**config.mk**
```make
export PLATFORM = sky130hd
export DESIGN_NAME = tfcm_div
export DESIGN_NICKNAME = d
export VERILOG_FILES = /design/src/hdl/tfcm_pkg.sv /design/src/hdl/tfcm_div.sv
export SDC_FILE = /design/constraint.sdc
export NUM_CORES = 1
export LEC_CHECK = 0
export BUFFER_PORTS_ARGS = -buffer_cell sky130_fd_sc_hd__buf_2
export CAP_MARGIN = 20
export CORE_ASPECT_RATIO = 1.5
export CORE_MARGIN = 1
export CORE_UTILIZATION = 30
export DETAILED_ROUTE_END_ITERATION = 6
export PLACE_DENSITY = 0.56
export SYNTH_ARGS = -nofsm -noshare
export SYNTH_HDL_FRONTEND = slang
export SYNTH_SLANG_ARGS = --single-unit
```
**constraint.sdc**
```tcl
create_clock -name clk_i -period 2.8 [get_ports clk_i]
set_input_delay 0.56 -clock clk_i [delete_from_list [all_inputs] [get_ports clk_i]]
set_output_delay 0.56 -clock clk_i [all_outputs]
set_load 0.005 [all_outputs]
```
**src/hdl/tfcm_pkg.sv**
```systemverilog
// Shared types and constants for the transfer function color map.
package tfcm_pkg;

  // Q1.16 position of a control point or table entry
  localparam int unsigned PosW  = 17;
  localparam int unsigned NumW  = 33;
  localparam int unsigned QuoW  = 17;
  localparam logic [PosW-1:0] OneQ16 = 17'h10000;

  // result status codes
  typedef enum logic [1:0] {
    STATUS_DONE  = 2'd0,
    STATUS_FULL  = 2'd1,
    STATUS_EMPTY = 2'd2
  } status_e;

  // sequencer states
  typedef enum logic [3:0] {
    ST_IDLE,
    ST_ADD_RD,
    ST_ADD_CHK,
    ST_INS_RD,
    ST_INS_CHK,
    ST_RB_FIRST,
    ST_RB_LAST,
    ST_RB_NEXT,
    ST_RB_SEG,
    ST_RB_ENTRY,
    ST_RB_DIV,
    ST_RB_LERP,
    ST_RB_WRITE,
    ST_MAP_IDX,
    ST_MAP_RD,
    ST_MAP_LERP
  } state_e;

endpackage

```
**src/hdl/tfcm_div.sv**
```systemverilog
// Restoring divider, one quotient bit per cycle, for table rebuild fractions.
module tfcm_div (
  input  logic                              clk_i,
  input  logic                              rst_ni,
  input  logic                              start_i,
  input  logic [tfcm_pkg::NumW-1:0]         num_i,
  input  logic [tfcm_pkg::PosW-1:0]         den_i,
  output logic                              done_o,
  output logic [tfcm_pkg::QuoW-1:0]         quot_o
);

  localparam int unsigned CntW = $clog2(tfcm_pkg::NumW + 1);

  logic [tfcm_pkg::PosW:0]     rem_q, rem_d, rem_sh;
  logic [tfcm_pkg::NumW-1:0]   quo_q, quo_d;
  logic [tfcm_pkg::PosW-1:0]   den_q;
  logic [CntW-1:0]             cnt_q, cnt_d;
  logic                        run_q, run_d;
  logic                        done_q, done_d;
  logic                        fit;

  // one shift-subtract step
  always_comb begin
    rem_sh = {rem_q[tfcm_pkg::PosW-1:0], quo_q[tfcm_pkg::NumW-1]};
    fit    = rem_sh >= {1'b0, den_q};
    rem_d  = rem_q;
    quo_d  = quo_q;
    cnt_d  = cnt_q;
    run_d  = run_q;
    done_d = 1'b0;
    if (start_i) begin
      rem_d = '0;
      quo_d = num_i;
      cnt_d = '0;
      run_d = 1'b1;
    end else if (run_q) begin
      rem_d = fit ? rem_sh - {1'b0, den_q} : rem_sh;
      quo_d = {quo_q[tfcm_pkg::NumW-2:0], fit};
      cnt_d = cnt_q + 1'b1;
      if (cnt_q == CntW'(tfcm_pkg::NumW - 1)) begin
        run_d  = 1'b0;
        done_d = 1'b1;
      end
    end
  end

  always_ff @(posedge clk_i or negedge rst_ni) begin
    if (!rst_ni) begin
      run_q  <= 1'b0;
      done_q <= 1'b0;
      cnt_q  <= '0;
    end else begin
      run_q  <= run_d;
      done_q <= done_d;
      cnt_q  <= cnt_d;
    end
  end

  always_ff @(posedge clk_i) begin
    rem_q <= rem_d;
    quo_q <= quo_d;
    if (start_i) den_q <= den_i;
  end

  assign done_o = done_q;
  assign quot_o = quo_q[tfcm_pkg::QuoW-1:0];

endmodule
```
# After elaboration in Yosys (flattened, before gate mapping)
# Cells that the tools add are included.
# classes
eq_ne,1
n_lt_le_gt_ge,1
reduce_logical,1
add_sub_neg,2
n_mux,11
# ops
cell,n
33-bit two-way mux,2
18-bit by 17-bit >= comparator with 1-bit output,1
17-bit two-way mux,1
17-bit subtractor,1
6-bit two-way mux,2
6-bit by 1-bit adder with 6-bit output (second input constant),1
6-bit equality test (second input constant),1
1-bit two-way mux,6
2-bit nonzero test,1
# totals
in_bits,53
out_inout_bits,18
register_bits,75
word_cells,22

# Logic depth before layout (Yosys ltp)
# logic_depth
ltp_word,4
mapped_depth,12
ltp_nobuf,11

# Worst setup path after synthesis
# No wires, ideal clock.
# synth_path
path_type,register to register
startpoint,register quo_q[32] (netlist bit)
endpoint,"register quo_q[0] (netlist bit), data pin"
setup_ps,273
path_buffers,2
setup_slack_ps,46
required_time_ps,2527
arrival_ps,2480
period_less_slack_ps,2754
path_stages_with_launch,12
path_cell_list,edfxtp_1 -> inv_1 -> ha_1 -> inv_1 -> fa_1 -> a21o_1 -> a221oi_4 -> o221ai_2 -> o41ai_2 -> buf_4 -> buf_4 -> o21ai_0
# synth_between
elab_chain_cells,3
# synth_rtl
element,line_no,source
start: declaration,tfcm_div.sv:15,"logic [tfcm_pkg::NumW-1:0] quo_q, quo_d;"
start signal: assignment,tfcm_div.sv:61,quo_q <= quo_d;
18-bit by 17-bit >= comparator with 1-bit output,tfcm_div.sv:25,"fit = rem_sh >= {1'b0, den_q};"
33-bit two-way mux,tfcm_div.sv:36,end else if (run_q) begin
33-bit two-way mux,tfcm_div.sv:31,if (start_i) begin
"via quo_d, one bit",tfcm_div.sv:15,
# The timed path passes the listed nets, and every way through them passes these cells. The select of a mux whose other input is x is not followed.
# A chain may end at the register's enable or synchronous reset.

# Final worst setup path
# layout_path
startpoint,register quo_q[32] (netlist bit)
endpoint,register rem_q[7] (netlist bit)
# layout_between
elab_chain_cells,2
elab_cells_between_ends,3
cone_classes,1 x add/sub; 1 x order compare; 1 x mux
# layout_rtl
element,line_no,source
17-bit subtractor / 18-bit by 17-bit >= comparator with 1-bit output (equally long branches),"tfcm_div.sv:37, tfcm_div.sv:25",
17-bit two-way mux *,tfcm_div.sv:37,"rem_d = fit ? rem_sh - {1'b0, den_q} : rem_sh;"
end signal: assignment,tfcm_div.sv:60,rem_q <= rem_d;
end: declaration,tfcm_div.sv:14,"logic [tfcm_pkg::PosW:0] rem_q, rem_d, rem_sh;"
# Mark *: on every way between the ends. The rest lies on a longest branch, timed or not.

==> impl_metrics.csv <==
group,metric,value,unit
timing,rsz0062_at_grt,"true",
drt,drc,0,
logic_synthesis,synthesis.nets,414,
clock_network,clock_sinks,75,
logic_synthesis,synth_warnings,0,
global_route,grt_pass1_wl,13300,um
status,outcome,"finished, final reports clean",
logic_synthesis,postSynthCellCount,341,
clock_network,cts_max_path_buffers,2,
timing,fin_crit,2.72,ns
setup_path,worstPathArrival,2.93,ns
clock_network,clk_latency,0.34,ns
place,gp_congestion,0.804,
cells_and_area,multi_input_area,1690,um^2
place,place_area,4430,um^2
global_route,antenna_found_initial,0,
die,die_y,143,um
timing,finClkSkew,0.00589,ns
logic_synthesis,netlist_area,3980,um^2
power_and_ir_drop,powerDensity,553,nW/um^2
place,portBuffers,70,
min_path,hp-class,"in -> async",
place,hpwlAfterDp,5950,um
drt,drt-initial-drc-count,132,
cells_and_area,fillers,1305,
setup_path,path_class,"reg -> reg",
logic_synthesis,ys_ff_latch,75,
cells_and_area,drive_above_1_share,34.1,%
clock_network,cts_root_buf,"clkbuf_16",
logic_synthesis,synth.top_cell.area_share,37.7,%
die,die-width,96.0,um
logic_synthesis,synth_top_area_cell,"edfxtp_1",
logic_synthesis,synth-edff-count,50,
cells_and_area,areaGrowthSynthToFinish,19.6,%
drt,routed_wl,8190,um
logic_synthesis,ys_seq_area_share,51.3,%
cells_and_area,fin_area,4760,um^2
clock_network,cts_tree,"built",
global_route,grt.total_usage,12.8,%
timing,max_slew_margin,44.0,%
logic_synthesis,synthTopCellsByArea,"edfxtp_1, mux2_2, dfxtp_1, ha_1, dfrtp_1",
setup_path,crit_fanout,8,
cells_and_area,layout_common_cells,"buf_2, edfxtp_1, mux2_2, nor2_1, inv_1",
timing,hold_viol,0,
timing,slew_violations,0,
drt,via_per_inst,4.85,
timing,worst_slack,0.0762,ns
die,core,13000,um^2
power_and_ir_drop,power_leakage,2.06,nW
timing,worst_pin_slew,0.838,ns
setup_path,critPathLaunchType,"register",
place,place_ws,-0.0677,ns
die,num_io_pins,71,
clock_network,numCtsBuffers,9,
global_route,first_global_vias,2737,
power_and_ir_drop,total_power,2.63,mW
clock_network,cts_max_level,3,
die,row_count,51,
die,start_util,30.7,%
logic_synthesis,async_flop_share,10.7,%
timing,timing.hold.ws,0.0628,ns
drt,vias,2763,
timing,timing.final.crit_share,97.3,%
setup_path,endpoint_kind,"register",
logic_synthesis,ys.flop_type,"edfxtp_1",
cells_and_area,fin_util,36.7,%
cells_and_area,final_common_cell,"buf_2",
global_route,grt_max_degree,50,
logic_synthesis,syn_area_per_cell,11.7,um^2
timing,setup_violations,0,
setup_path,cp.required,3.00,ns
logic_synthesis,synth.distinct_cells,52,
drt,drtPass1Iterations,4,
power_and_ir_drop,peakVddDrop,0.398,mV
cells_and_area,nets,479,
job,cap_violations,0,
cells_and_area,seqCellArea,2040,um^2
drt,wl_per_cell,14.4,um
timing,fmax,367,MHz
clock_network,clk_pin_slew,0.05,ns
die,die-area,13700,um^2
drt,antenna_left,0,
global_route,gr-total-overflow,0,
cells_and_area,antennaDiodeCount,0,
## final timing paths
check                      startpoint   endpoint  slack, ns  cells after the start
max                         quo_q[32]   rem_q[7]       0.08                     12
min                            rst_ni     done_o       0.06                      1
max reg2reg                 quo_q[32]   rem_q[7]       0.08                     12
min reg2reg                  rem_q[1]   rem_q[1]       0.47                      2
max in group asynchronous      rst_ni   cnt_q[0]       2.56                      1
min in group clk_i          den_i[11]  den_q[11]       0.40                      1
## flip-flops by register name, indices dropped and copies added (netlist names)
register,cells
done_o,1
quo_q,33
rem_q,17
cnt_q,6
run_q,1
den_q,17
## Yosys cell counts (11+ instances only)
master / number
nand2_1: 18
inv_1: 23
xor2_1: 12
ha_1: 19
mux2_2: 32
o21ai_0: 11
buf_4: 20
nor2_1: 23
a21oi_1: 18
edfxtp_1: 50
dfxtp_1: 17
## per-layer routing
metal	vias up	routed length (um)	GRT usage, %
li1	1361	-	-
met1	1319	3300	14.8
met2	67	4300	21.4
met3	16	353	2.34
met4	0	234	8.01
met5	-	0	0
## through the flow
| stage | setup TNS (ns) | std cells |
|---|---|---|
| 5_1_grt | -0.182 | 570 |
| 2_1_floorplan | 0 | 341 |
| 6_report | 0 | 570 |
| 3_5_place_dp | -0.0854 | 549 |
| 4_1_cts | 0 | 567 |
| 3_3_place_gp | 0 | 549 |
## area by class of cell
type	instances	share of cell area, %
clock buffers	13	5.26
clock inverters	3	0.342
repair buffers	84	9.94
multi-input cells	213	35.5
inverters	23	1.82
flip-flops and latches	75	42.9
well taps	159	4.18
## cell families after synthesis
kind of cell | count (synthesis) | share of synthesized area, %
adder cells (fa/ha/maj) | 20 | 6.48
XOR/XNOR | 18 | 3.96
flip-flops | 75 | 51.3
AND/OR/NAND/NOR | 70 | 8.71
multiplexers | 36 | 10.1
AO/OA/AOI/OAI | 69 | 12.6
buffers and inverters | 53 | 6.89
## power breakdown
part | total [mW] | internal, mW | switching, mW | leakage [nW]
registers | 1.30 | 1.27 | 0.0316 | 0.759
clock network | 1.05 | 0.620 | 0.426 | 0.127
logic | 0.284 | 0.147 | 0.137 | 1.17
## worst max-delay path: stages (launching register included)
cell      delay, ns
edfxtp_1       0.38
inv_1          0.07
ha_2           0.18
inv_2          0.04
fa_2           0.33
a21o_1         0.20
a221oi_4       0.30
o221ai_2       0.17
o41ai_4        0.29
buf_4          0.18
buf_6          0.13
mux2i_2        0.23
a211oi_2       0.09
## repair_timing
action                     CTS  global route
hold buffers                 0             0
buffers inserted             2             2
pin swaps                    4             1
setup endpoints to repair    5            17
cloned                       0             1
resized for setup            4             4
Power figures use the tool's default switching activity.
